### src/prqs_pkg.sv
// Shared types and constants of the priority ready-queue scheduler.
package prqs_pkg;

  typedef enum logic [1:0] {
    CMD_ENQUEUE = 2'd0,
    CMD_REMOVE  = 2'd1,
    CMD_TAKE    = 2'd2
  } cmd_e;

  typedef enum logic [1:0] {
    ST_OK      = 2'd0,
    ST_INVALID = 2'd1,
    ST_EMPTY   = 2'd2
  } status_e;

  localparam int FIND_WIDTH  = 32;
  localparam int FIND_STEPS  = 5;
  localparam int FIND_STEP_W = $clog2(FIND_STEPS);
  localparam int FIND_POS_W  = $clog2(FIND_WIDTH);

  localparam logic [FIND_WIDTH-1:0] FIND_MASKS [FIND_STEPS] = '{
    32'hffff0000, 32'h0000ff00, 32'h000000f0, 32'h0000000c, 32'h00000002
  };

  localparam logic [FIND_POS_W-1:0] FIND_SHIFTS [FIND_STEPS] = '{
    5'd16, 5'd8, 5'd4, 5'd2, 5'd1
  };

endpackage

### src/prqs_ram.sv
// Single write port, single read port RAM with registered read data.
module prqs_ram #(
  parameter int WIDTH = 6,
  parameter int DEPTH = 32
) (
  input  logic                     clk_i,
  input  logic                     we_i,
  input  logic [$clog2(DEPTH)-1:0] waddr_i,
  input  logic [WIDTH-1:0]         wdata_i,
  input  logic [$clog2(DEPTH)-1:0] raddr_i,
  output logic [WIDTH-1:0]         rdata_o
);

  logic [WIDTH-1:0] mem [DEPTH];
  logic [WIDTH-1:0] rdata_q;

  always_ff @(posedge clk_i) begin
    if (we_i) begin
      mem[waddr_i] <= wdata_i;
    end
    rdata_q <= mem[raddr_i];
  end

  assign rdata_o = rdata_q;

endmodule

### src/prqs_top_find.sv
// Iterative highest-set-bit search, one halving step per cycle.
module prqs_top_find (
  input  logic                                 clk_i,
  input  logic                                 rst_ni,
  input  logic                                 start_i,
  input  logic [prqs_pkg::FIND_WIDTH-1:0]      mask_i,
  output logic                                 done_o,
  output logic [prqs_pkg::FIND_POS_W-1:0]      level_o
);

  logic                                run_q, run_d;
  logic                                done_q, done_d;
  logic [prqs_pkg::FIND_STEP_W-1:0]    step_q, step_d;
  logic [prqs_pkg::FIND_WIDTH-1:0]     m_q, m_d;
  logic [prqs_pkg::FIND_POS_W-1:0]     p_q, p_d;
  logic                                hit;
  logic                                last;

  always_comb begin
    hit    = |(m_q & prqs_pkg::FIND_MASKS[step_q]);
    last   = step_q == prqs_pkg::FIND_STEP_W'(prqs_pkg::FIND_STEPS - 1);
    run_d  = run_q;
    done_d = 1'b0;
    step_d = step_q;
    m_d    = m_q;
    p_d    = p_q;
    if (start_i) begin
      run_d  = 1'b1;
      step_d = '0;
      m_d    = mask_i;
      p_d    = '0;
    end else if (run_q) begin
      if (hit) begin
        m_d = m_q >> prqs_pkg::FIND_SHIFTS[step_q];
        p_d = p_q + prqs_pkg::FIND_SHIFTS[step_q];
      end
      step_d = step_q + prqs_pkg::FIND_STEP_W'(1);
      if (last) begin
        run_d  = 1'b0;
        done_d = 1'b1;
      end
    end
  end

  always_ff @(posedge clk_i or negedge rst_ni) begin
    if (!rst_ni) begin
      run_q  <= 1'b0;
      done_q <= 1'b0;
      step_q <= '0;
    end else begin
      run_q  <= run_d;
      done_q <= done_d;
      step_q <= step_d;
    end
  end

  always_ff @(posedge clk_i) begin
    m_q <= m_d;
    p_q <= p_d;
  end

  assign done_o  = done_q;
  assign level_o = p_q;

endmodule

### src/priority_ready_queue_scheduler_unit.sv
// Priority ready-queue scheduler: per-level linked FIFOs over task slots.
// Refused or empty beats go straight to the reply; remove reads the node links, then
// unlinks; enqueue reads head and tail, links, finishes; take runs five steps of the
// priority search plus two link RAM reads. A new beat is taken only while idle.
// Reset clears the sequencer, queued bits, level mask and count; link RAMs are not
// cleared, their entries are used only behind a set queued bit or level mask bit.
module priority_ready_queue_scheduler_unit #(
  parameter int SLOTS  = 32,
  parameter int LEVELS = 32
) (
  input  logic        clk_i,
  input  logic        rst_ni,
  input  logic        in_valid_i,
  output logic        in_stall_o,
  input  logic [1:0]  command_i,
  input  logic [4:0]  slot_i,
  input  logic [4:0]  priority_req_i,
  output logic        out_valid_o,
  input  logic        out_stall_i,
  output logic [1:0]  status_o,
  output logic [4:0]  picked_slot_o,
  output logic [4:0]  picked_priority_o,
  output logic [31:0] ready_mask_o,
  output logic [5:0]  ready_total_o
);

  localparam int SW = $clog2(SLOTS);
  localparam int LW = $clog2(LEVELS);
  localparam int CW = $clog2(SLOTS + 1);

  typedef enum logic [9:0] {
    S_IDLE     = 10'b0000000001,
    S_ENQ_RD   = 10'b0000000010,
    S_ENQ_LINK = 10'b0000000100,
    S_ENQ_FIN  = 10'b0000001000,
    S_RM_RD    = 10'b0000010000,
    S_FIND     = 10'b0000100000,
    S_HEAD_RD  = 10'b0001000000,
    S_NODE_RD  = 10'b0010000000,
    S_UNLINK   = 10'b0100000000,
    S_REPLY    = 10'b1000000000
  } state_e;

  state_e                state_q, state_d;
  logic                  out_valid_q, out_valid_d;
  logic [SLOTS-1:0]      queued_q, queued_d;
  logic [LEVELS-1:0]     mask_q, mask_d;
  logic [CW-1:0]         count_q, count_d;

  prqs_pkg::cmd_e        cmd_q, cmd_d;
  logic [SW-1:0]         slot_q, slot_d;
  logic [LW-1:0]         pr_q, pr_d;
  prqs_pkg::status_e     reply_q, reply_d;
  prqs_pkg::status_e     out_status_q, out_status_d;
  logic [4:0]            out_slot_q, out_slot_d;
  logic [4:0]            out_pr_q, out_pr_d;

  logic                  out_free;
  logic                  out_load;
  logic                  slot_ok;
  logic                  prio_ok;
  logic                  slot_busy;
  prqs_pkg::cmd_e        in_cmd;

  logic                  find_start;
  logic                  find_done;
  logic [prqs_pkg::FIND_POS_W-1:0] find_level;

  logic [SW-1:0]         node_raddr;
  logic [LW-1:0]         lvl_raddr;
  logic [SW:0]           next_rd, prev_rd, head_rd, tail_rd;
  logic [LW-1:0]         lvl_rd;
  logic [SW:0]           tail_link;

  logic                  next_we, prev_we, lvl_we, head_we, tail_we;
  logic [SW-1:0]         next_waddr, prev_waddr, lvl_waddr;
  logic [LW-1:0]         head_waddr, tail_waddr;
  logic [SW:0]           next_wdata, prev_wdata, head_wdata, tail_wdata;
  logic [LW-1:0]         lvl_wdata;

  assign in_cmd    = prqs_pkg::cmd_e'(command_i);
  assign slot_ok   = int'(slot_i) < SLOTS;
  assign prio_ok   = int'(priority_req_i) < LEVELS;
  assign slot_busy = slot_ok && queued_q[SW'(slot_i)];
  assign out_free  = !out_valid_q || !out_stall_i;
  assign tail_link = mask_q[pr_q] ? tail_rd : '0;

  assign node_raddr = (state_q == S_NODE_RD) ? head_rd[SW-1:0] : slot_q;
  assign lvl_raddr  = (state_q == S_ENQ_RD) ? pr_q : LW'(find_level);

  always_comb begin
    state_d      = state_q;
    queued_d     = queued_q;
    mask_d       = mask_q;
    count_d      = count_q;
    cmd_d        = cmd_q;
    slot_d       = slot_q;
    pr_d         = pr_q;
    reply_d      = reply_q;
    out_status_d = out_status_q;
    out_slot_d   = out_slot_q;
    out_pr_d     = out_pr_q;
    out_load     = 1'b0;
    find_start   = 1'b0;

    next_we    = 1'b0;
    next_waddr = slot_q;
    next_wdata = '0;
    prev_we    = 1'b0;
    prev_waddr = slot_q;
    prev_wdata = '0;
    lvl_we     = 1'b0;
    lvl_waddr  = slot_q;
    lvl_wdata  = pr_q;
    head_we    = 1'b0;
    head_waddr = pr_q;
    head_wdata = '0;
    tail_we    = 1'b0;
    tail_waddr = pr_q;
    tail_wdata = '0;

    case (state_q)
      S_IDLE: begin
        if (in_valid_i) begin
          cmd_d   = in_cmd;
          slot_d  = SW'(slot_i);
          pr_d    = LW'(priority_req_i);
          reply_d = prqs_pkg::ST_INVALID;
          state_d = S_REPLY;
          case (in_cmd)
            prqs_pkg::CMD_ENQUEUE: begin
              if (slot_ok && prio_ok && !slot_busy) begin
                state_d = S_ENQ_RD;
              end
            end
            prqs_pkg::CMD_REMOVE: begin
              if (slot_busy) begin
                state_d = S_RM_RD;
              end
            end
            prqs_pkg::CMD_TAKE: begin
              if (mask_q != '0) begin
                find_start = 1'b1;
                state_d    = S_FIND;
              end else begin
                reply_d = prqs_pkg::ST_EMPTY;
              end
            end
            default: begin
              reply_d = prqs_pkg::ST_INVALID;
            end
          endcase
        end
      end
      S_ENQ_RD: begin
        state_d = S_ENQ_LINK;
      end
      S_ENQ_LINK: begin
        next_we    = tail_link[SW];
        next_waddr = tail_link[SW-1:0];
        next_wdata = {1'b1, slot_q};
        head_we    = !tail_link[SW];
        head_waddr = pr_q;
        head_wdata = {1'b1, slot_q};
        prev_we    = 1'b1;
        prev_waddr = slot_q;
        prev_wdata = tail_link;
        tail_we    = 1'b1;
        tail_waddr = pr_q;
        tail_wdata = {1'b1, slot_q};
        state_d    = S_ENQ_FIN;
      end
      S_ENQ_FIN: begin
        if (out_free) begin
          next_we          = 1'b1;
          next_waddr       = slot_q;
          next_wdata       = '0;
          lvl_we           = 1'b1;
          lvl_waddr        = slot_q;
          lvl_wdata        = pr_q;
          queued_d[slot_q] = 1'b1;
          mask_d[pr_q]     = 1'b1;
          count_d          = count_q + CW'(1);
          out_load         = 1'b1;
          out_status_d     = prqs_pkg::ST_OK;
          out_slot_d       = '0;
          out_pr_d         = '0;
          state_d          = S_IDLE;
        end
      end
      S_RM_RD: begin
        state_d = S_UNLINK;
      end
      S_FIND: begin
        if (find_done) begin
          state_d = S_HEAD_RD;
        end
      end
      S_HEAD_RD: begin
        state_d = S_NODE_RD;
      end
      S_NODE_RD: begin
        slot_d  = head_rd[SW-1:0];
        state_d = S_UNLINK;
      end
      S_UNLINK: begin
        if (out_free) begin
          next_we          = prev_rd[SW];
          next_waddr       = prev_rd[SW-1:0];
          next_wdata       = next_rd;
          head_we          = !prev_rd[SW];
          head_waddr       = lvl_rd;
          head_wdata       = next_rd;
          prev_we          = next_rd[SW];
          prev_waddr       = next_rd[SW-1:0];
          prev_wdata       = prev_rd;
          tail_we          = !next_rd[SW];
          tail_waddr       = lvl_rd;
          tail_wdata       = prev_rd;
          queued_d[slot_q] = 1'b0;
          count_d          = count_q - CW'(1);
          if (!prev_rd[SW] && !next_rd[SW]) begin
            mask_d[lvl_rd] = 1'b0;
          end
          out_load     = 1'b1;
          out_status_d = prqs_pkg::ST_OK;
          out_slot_d   = (cmd_q == prqs_pkg::CMD_TAKE) ? 5'(slot_q) : '0;
          out_pr_d     = (cmd_q == prqs_pkg::CMD_TAKE) ? 5'(lvl_rd) : '0;
          state_d      = S_IDLE;
        end
      end
      S_REPLY: begin
        if (out_free) begin
          out_load     = 1'b1;
          out_status_d = reply_q;
          out_slot_d   = '0;
          out_pr_d     = '0;
          state_d      = S_IDLE;
        end
      end
      default: begin
        state_d = S_IDLE;
      end
    endcase

    if (out_load) begin
      out_valid_d = 1'b1;
    end else if (!out_stall_i) begin
      out_valid_d = 1'b0;
    end else begin
      out_valid_d = out_valid_q;
    end
  end

  always_ff @(posedge clk_i or negedge rst_ni) begin
    if (!rst_ni) begin
      state_q     <= S_IDLE;
      out_valid_q <= 1'b0;
      queued_q    <= '0;
      mask_q      <= '0;
      count_q     <= '0;
    end else begin
      state_q     <= state_d;
      out_valid_q <= out_valid_d;
      queued_q    <= queued_d;
      mask_q      <= mask_d;
      count_q     <= count_d;
    end
  end

  always_ff @(posedge clk_i) begin
    cmd_q        <= cmd_d;
    slot_q       <= slot_d;
    pr_q         <= pr_d;
    reply_q      <= reply_d;
    out_status_q <= out_status_d;
    out_slot_q   <= out_slot_d;
    out_pr_q     <= out_pr_d;
  end

  prqs_top_find u_find (
    .clk_i   (clk_i),
    .rst_ni  (rst_ni),
    .start_i (find_start),
    .mask_i  (prqs_pkg::FIND_WIDTH'(mask_q)),
    .done_o  (find_done),
    .level_o (find_level)
  );

  prqs_ram #(.WIDTH(SW + 1), .DEPTH(SLOTS)) u_next_ram (
    .clk_i   (clk_i),
    .we_i    (next_we),
    .waddr_i (next_waddr),
    .wdata_i (next_wdata),
    .raddr_i (node_raddr),
    .rdata_o (next_rd)
  );

  prqs_ram #(.WIDTH(SW + 1), .DEPTH(SLOTS)) u_prev_ram (
    .clk_i   (clk_i),
    .we_i    (prev_we),
    .waddr_i (prev_waddr),
    .wdata_i (prev_wdata),
    .raddr_i (node_raddr),
    .rdata_o (prev_rd)
  );

  prqs_ram #(.WIDTH(LW), .DEPTH(SLOTS)) u_lvl_ram (
    .clk_i   (clk_i),
    .we_i    (lvl_we),
    .waddr_i (lvl_waddr),
    .wdata_i (lvl_wdata),
    .raddr_i (node_raddr),
    .rdata_o (lvl_rd)
  );

  prqs_ram #(.WIDTH(SW + 1), .DEPTH(LEVELS)) u_head_ram (
    .clk_i   (clk_i),
    .we_i    (head_we),
    .waddr_i (head_waddr),
    .wdata_i (head_wdata),
    .raddr_i (lvl_raddr),
    .rdata_o (head_rd)
  );

  prqs_ram #(.WIDTH(SW + 1), .DEPTH(LEVELS)) u_tail_ram (
    .clk_i   (clk_i),
    .we_i    (tail_we),
    .waddr_i (tail_waddr),
    .wdata_i (tail_wdata),
    .raddr_i (lvl_raddr),
    .rdata_o (tail_rd)
  );

  assign in_stall_o        = state_q != S_IDLE;
  assign out_valid_o       = out_valid_q;
  assign status_o          = out_status_q;
  assign picked_slot_o     = out_slot_q;
  assign picked_priority_o = out_pr_q;
  assign ready_mask_o      = 32'(mask_q);
  assign ready_total_o     = 6'(count_q);

endmodule
### config.mk
export PLATFORM = sky130hd
export DESIGN_NAME = priority_ready_queue_scheduler_unit
export DESIGN_NICKNAME = d
export VERILOG_FILES = /design/src/prqs_pkg.sv /design/src/prqs_ram.sv /design/src/prqs_top_find.sv /design/src/priority_ready_queue_scheduler_unit.sv
export SDC_FILE = /design/constraint.sdc
export NUM_CORES = 2
export LEC_CHECK = 0
export BUFFER_PORTS_ARGS = -buffer_cell sky130_fd_sc_hd__buf_2
export CAP_MARGIN = 20
export CORE_ASPECT_RATIO = 0.7
export CORE_MARGIN = 4
export CORE_UTILIZATION = 40
export CTS_BUF_LIST = sky130_fd_sc_hd__clkbuf_8
export CTS_CLUSTER_SIZE = 40
export DETAILED_ROUTE_END_ITERATION = 8
export HOLD_SLACK_MARGIN = 0.05
export SLEW_MARGIN = 20
export SYNTH_ARGS = -nofsm -noshare
export SYNTH_HDL_FRONTEND = slang
export SYNTH_SLANG_ARGS = --single-unit
### constraint.sdc
create_clock -name clk_i -period 4.8 [get_ports clk_i]
set_input_delay 1.2 -clock clk_i [delete_from_list [all_inputs] [get_ports clk_i]]
set_output_delay 1.2 -clock clk_i [all_outputs]
set_load 0.02 [all_outputs]
== After elaboration in Yosys (flattened, before gate mapping) ==
Memories as Yosys holds them, arrays and structs flattened. A register that Yosys moved wholly into a read port is not among the register bits.
Cells that the tools add are included.
Widths: inputs -> output; s select.

* Bits in writable memories: 928
* ROM bits: 296
* Memories: 7
* Output and inout bits: 52
* Register bits after elaboration: 149

{| class="wikitable"
|+ Memory list
! memory !! depth !! bits a word !! read ports !! clocked after Yosys merged registers in !! wr ports !! RTL line !! RTL
|-
| (no name shown) || 8 || 32 || 1 || 0 || 0 || prqs_top_find.sv:20 || <nowiki>hit = |(m_q & prqs_pkg::FIND_MASKS[step_q]);</nowiki>
|-
| u_head_ram.mem || 32 || 6 || 1 || 1 || 1 || prqs_ram.sv:14 || <nowiki>logic [WIDTH-1:0] mem [DEPTH];</nowiki>
|-
| u_next_ram.mem || 32 || 6 || 1 || 1 || 1 || prqs_ram.sv:14 ||
|-
| u_prev_ram.mem || 32 || 6 || 1 || 1 || 1 || prqs_ram.sv:14 ||
|-
| u_tail_ram.mem || 32 || 6 || 1 || 1 || 1 || prqs_ram.sv:14 ||
|-
| u_lvl_ram.mem || 32 || 5 || 1 || 1 || 1 || prqs_ram.sv:14 ||
|-
| +1 memories || -- || -- || -- || -- || -- || -- ||
|}

* Bitwise gates (word level): 8
* Mux-type cells: 97
* Equality and inequality tests: 25
* Add/subtract/negate cells: 4
* Reduce and logical (&&, ||, !) cells: 32
* Shift-type cells: 1
* Magnitude comparators: 8

{| class="wikitable"
|+ Operators with widths
! kind !! number
|-
| $mux 32 || 10
|-
| $pmux 32 s2 || 2
|-
| $and 32x32->32 || 3
|-
| $mux 5 || 15
|-
| $pmux 10 s7 || 1
|-
| $not 32->32 || 2
|-
| $or 32x32->32 || 2
|-
| $mux 10 || 6
|-
| $pmux 6 s2 || 4
|-
| $pmux 5 s2 || 4
|-
| $mux 1 || 34
|-
| $reduce_bool 32->1 || 1
|-
| $reduce_or 32->1 || 1
|-
| $shr 32x5->32 || 1
|-
| $mux 6 || 5
|-
| $pmux 10 s3 || 1
|-
| $lt 5x6->1 const B || 4
|-
| $demux 1 s5 || 3
|-
| $ge 5x1->1 const B || 3
|-
| $reduce_and 3->1 || 4
|-
| $reduce_bool 2->1 || 6
|-
| $bmux 1 s5 || 2
|-
| $eq 10x1->1 const B || 1
|-
| $eq 10x10->1 const B || 1
|-
| 33 further kinds || 59
|}

== Longest topological paths before layout ==
* Word-level depth: 9
* Gate-level depth with buffers: 13

== Cells and area by module ==
A second synthesis with hierarchy kept.

* Cell total of the unflattened synthesis: 2,514
* Area, all modules: 46,306.9 sq um

{| class="wikitable"
|+ Modules (own cells, without submodules)
! module !! area an instance (sq um) !! sequential area each (sq um) !! cells an instance !! instances
|-
| prqs_ram (u_head_ram ...) || 7,589.8 || 5,885.6 || 323 || 4
|-
| prqs_ram (u_lvl_ram) || 6,343.6 || 4,904.7 || 278 || 1
|-
| priority_ready_queue_scheduler_unit || 5,895.7 || 2,808.9 || 591 || 1
|-
| prqs_top_find || 3,708.6 || 1,156.1 || 353 || 1
|}

== Least setup slack after synthesis ==
Ideal clock, no wire load.

* Kind: flip-flop to flip-flop
* Start: register state_q[7]
* End: memory u_head_ram.mem[0][4], data pin
* Cell stages (with the launch flop): 6
* Library setup time: 0.703 ns
* Path slack: 0.259 ns
* Arrival: 3.838 ns
* Path through: dfrtp_1 or3_1 clkbuf_1 nor2_1 nand4b_1 o21ai_0

* Longest elaborated chain between the ends: 2
* Elaborated cells between the ends (all ways): 3

{| class="wikitable"
|+ Ends and longest elaborated chain
! what !! RTL line !! RTL
|-
| start: declaration || priority_ready_queue_scheduler_unit.sv:44 || <nowiki>state_e state_q, state_d;</nowiki>
|-
| start signal: assignment || priority_ready_queue_scheduler_unit.sv:263 || <nowiki>state_q <= state_d;</nowiki>
|-
| $eq 10x9->1 / $eq 10x3->1 (equally long branches) || priority_ready_queue_scheduler_unit.sv:122 || <nowiki>case (state_q)</nowiki>
|-
| $pmux 6 s2 (*) || -- ||
|-
| via head_wdata[4] || priority_ready_queue_scheduler_unit.sv:78 || <nowiki>logic [SW:0] next_wdata, prev_wdata, head_wdata, tail_wdata;</nowiki>
|-
| end: declaration || prqs_ram.sv:14 ||
|}

The timed path passes the listed nets; every way through them passes the cells marked *.

== Worst setup path after layout ==
* Start: register pr_q[1]
* End: memory u_next_ram.mem[29][4], enable pin

* Longest elaborated chain between the ends: 6
* Elaborated cells between the ends (all ways): 7

{| class="wikitable"
|+ Ends and longest elaborated chain
! what !! RTL line !! RTL
|-
| start: declaration || priority_ready_queue_scheduler_unit.sv:52 || <nowiki>logic [LW-1:0] pr_q, pr_d;</nowiki>
|-
| start signal: assignment || priority_ready_queue_scheduler_unit.sv:274 || <nowiki>pr_q <= pr_d;</nowiki>
|-
| $bmux 1 s5 (*) || priority_ready_queue_scheduler_unit.sv:86 || <nowiki>assign tail_link = mask_q[pr_q] ? tail_rd : '0;</nowiki>
|-
| $mux 1 (not written as such) (*) || priority_ready_queue_scheduler_unit.sv:86 ||
|-
| $mux 6 (*) || priority_ready_queue_scheduler_unit.sv:86 ||
|-
| $pmux 1 s3 || priority_ready_queue_scheduler_unit.sv:122 ||
|-
| $mux 1 || prqs_ram.sv:18 || <nowiki>if (we_i) begin</nowiki>
|-
| $mux 1 (not written as such) || prqs_ram.sv:19 || <nowiki>mem[waddr_i] <= wdata_i;</nowiki>
|-
| end: declaration || prqs_ram.sv:14 ||
|}

Every way passes the cells marked *; elsewhere a longest branch is shown, timed or not. The select of a mux whose other input is x is not followed.

==> summary.txt <==
Area contributors post-synth: edfxtp_1 (63%), nand2_1 (7.4%), dfrtp_1 (4.7%)
Crit Path Max Fanout: 17
GP Congestion: 0.889
Clock transition at path regs: 0.07 ns
Max IR drop VDD: 305 uV
Post-synth EDFFs: 953
Root Buffer: clkbuf_8
area fraction in compound gates after synthesis: 8.09%
# setup viols final: 0
CTS H-tree lvls: 4
main combinational cell family by area after synthesis: simple AND/OR/NAND/NOR gates
Hold Path Class: in -> async
r2r setup slk: 0.33 ns
setup TNS: 0 ns
Clock Sinks: 1072
clock period minus worst slack: 4.47 ns
Post-CTS Hold Buffers: 0
total power: 24.0 mW
Gate power share: 23.8%
pin count of the biggest net entering global routing: 130
fin cells: 5463
most instantiated cells after synthesis: edfxtp_1 (953), nand2_1 (894), nand3_1 (322)
total core area: 0.111 sq mm
via count: 31100
fin nets: 3849
row cnt: 102
power share of the sequential group: 45.9%
Post-Synth XOR/XNOR Area: 0.291%
CP Capture Type: register
average vias per placed instance: 5.70
I/O pin total: 68
r2r endpoint: u_next_ram.mem[29][4]
Overall Global Routing Usage: 21.6%
crit path cell chain: mux2i_1 -> nand3_1 -> nand3_1 -> o21ai_0 -> o21ai_1 -> o21ai_1 -> nand3_1 -> nor2_1
syn_nets: 3722
gr ovfl total: 0
r2r worst-path depth: 8
Slew HR: 23.1%
die area: 0.118 sq mm
Post-Synth Adder-Cell Area: 0.449%
fill cell total of the finished layout: 10100
Critical Path Source Type: register
Seq cells post-synth: 1072
CTS tree: done
global-route wire length before repair: 192 mm
drc violations: 0
Cell Pwr Density: 473 mW/mm^2
CP arrival: 4.94 ns
detailed-placement wirelength estimate: 85.3 mm
port bufs: 67
postcts setup bufs: 0
Sw Share: 33.9%
dpl cells: 5162
Longest Clk Path Bufs: 3
top-count cell post-synth: edfxtp_1
Clk Latency, worst-skew pair: 0.85 ns
RSZ-0062 raised after global routing: no
Avg Inst Size Synth: 12.2 sq um
Critical R2R Launch: pr_q[1]
Primary FF master, synth: edfxtp_1
Mapped Cells: 3691
area leader, netlist: edfxtp_1
worst-path cell with the longest stage delay: edfxtp_1
DR iter-0 viols: 4422
simple-gate share of the synthesized area: 15.7%
WS Path Type: reg -> reg
yosys warns: 0
clock power share: 30.3%
internal power: 15.9 mW
ANT nets after route: 0
Sw Pwr: 8.12 mW
Synth top area share: 63.4%
router iterations before antenna repair: 5
CP most frequent cell: nand3_1
initial antenna violation count: 3
outcome: complete, no violations
Async S/R FF share, synth: 8.02%
Largest stage delay, worst path: 0.89 ns
chip height: 289 um
PostCTS Resize Cnt: 0
worst hold slack: 0.463 ns
Peak Freq: 224 MHz
Synth cell types: 71
Starting Density: 40.6%
CTS buffer count: 162
Slew @ Worst Pin: 1.15 ns
max cap viols: 0
critical path endpoint: u_next_ram.mem[29][4]
mux share of post-synthesis cell area: 3.40%
max-slew violations: 0
Leak: 17.8 nW
Req. time, crit path: 5.26 ns
Netlist Area Pre-Place: 0.0451 sq mm
chip width: 409 um
synth-to-layout area growth: 12.2%
post-DR wirelength/cell: 23.8 um
number of global-route vias before repair: 29200
share of layout cells above drive strength 1: 11.8%
final period utilization: 93.1%
final hold vios: 0
crit path launch: pr_q[1]
Clock Skew: 0.0331 ns
share of the yosys chip area belonging to registers: 69.6%
DRT Wirelength: 130 mm
power by group through the flow:
| stage | Combinational, mW | Clock [mW] | Sequential [mW] |
|---|---|---|---|
| after floorplan | 3.71 | 0 | 10.9 |
| after global placement | 5.56 | 0 | 11.2 |
| after detailed placement | 5.57 | 0 | 11.2 |
| after CTS | 5.59 | 7.42 | 11.0 |
| after global routing | 6.17 | 7.85 | 11.0 |
| final | 5.70 | 7.27 | 11.0 |
worst min path at each step:
| stage | startpoint | to | slack, ns |
|---|---|---|---|
| global route | rst_ni | ready_total_o[3] | 0.49 |
| finish | rst_ni | ready_mask_o[28] | 0.46 |
| floorplan | u_find.done_o | state_q[5] | 0.43 |
| detailed placement | ready_total_o[5] | ready_total_o[5] | 0.47 |
| global placement | ready_total_o[5] | ready_total_o[5] | 0.46 |
| CTS | rst_ni | u_find.step_q[0] | 0.40 |
state kept, by name, summed over array words and instances, names as in the netlist, 6 cells and up, named ones only:
signal              flops
u_lvl_ram.mem         160
u_next_ram.mem        192
state_q                10
u_find.m_q             31
ready_total_o           6
u_tail_ram.mem        192
ready_mask_o           32
u_prev_ram.mem        192
u_next_ram.rdata_o      6
u_head_ram.mem        160
u_tail_ram.rdata_o      6
u_prev_ram.rdata_o      6
worst max-delay path: cells and delay by family, from the launching register on:
kind	cells	cell delay (ns)
flops	1	0.89
mux	1	0.17
simple gates	4	1.21
compound gates	3	1.80
routing by layer:
layer | up-vias | track usage (%) | part of all wire [%]
met5 | - | 0 | 0.010
met4 | 2 | 5.68 | 1.9
met3 | 192 | 6.79 | 12
met2 | 1658 | 28.2 | 39
met1 | 15400 | 34.2 | 47
li1 | 13900 | - | -
cells in the final DEF, fill, tap and decap left out, drive strengths merged, types with 16 or more instances in the layout:
cell type,n
edfxtp,953
nand2,894
nand3,322
nor2,236
o21ai,185
buf,178
clkbuf,175
a21oi,138
mux2i,95
dfrtp,85
inv,84
a32oi,52
clkinv,51
a41oi,45
dfxtp,33
nor3,33
nor4,33
a31oi,30
a21o,27
nand4,25
a22oi,21
and2,20
mux4,19
nand2b,17
or3,16
layout make-up:
type                       instances  area, sq um  area share (%)
sequential                      1072        31400            62.1
multi-input combinational       2380        12800            25.3
clock buffer                     175         2410            4.75
tap                             1508         1890            3.72
timing repair buffer             178         1310            2.58
clock inverter                   122          684            1.35
inverter                          24         90.1           0.178
antenna                            4         10.0          0.0198
per-stage QoR:
stage	setup WS [ns]	util (%)	instance area, sq um
after CTS	0.540	45.5	50600
final	0.329	45.5	50700
after detailed placement	0.415	42.7	47600
after global routing	0.220	45.5	50600
after global placement	0.448	42.7	47600
after floorplan	0.259	-	45100
kinds of logic (layout without fill, tap and decap cells):
family,after synthesis,count (layout)
compound gates,577,577
xor+xnor,15,15
fa+ha+maj,15,15
buf+inv,239,499
flops,1072,1072
mux,128,128
other cells,0,4
simple gates,1645,1645
(Power assumes the default switching activity.)
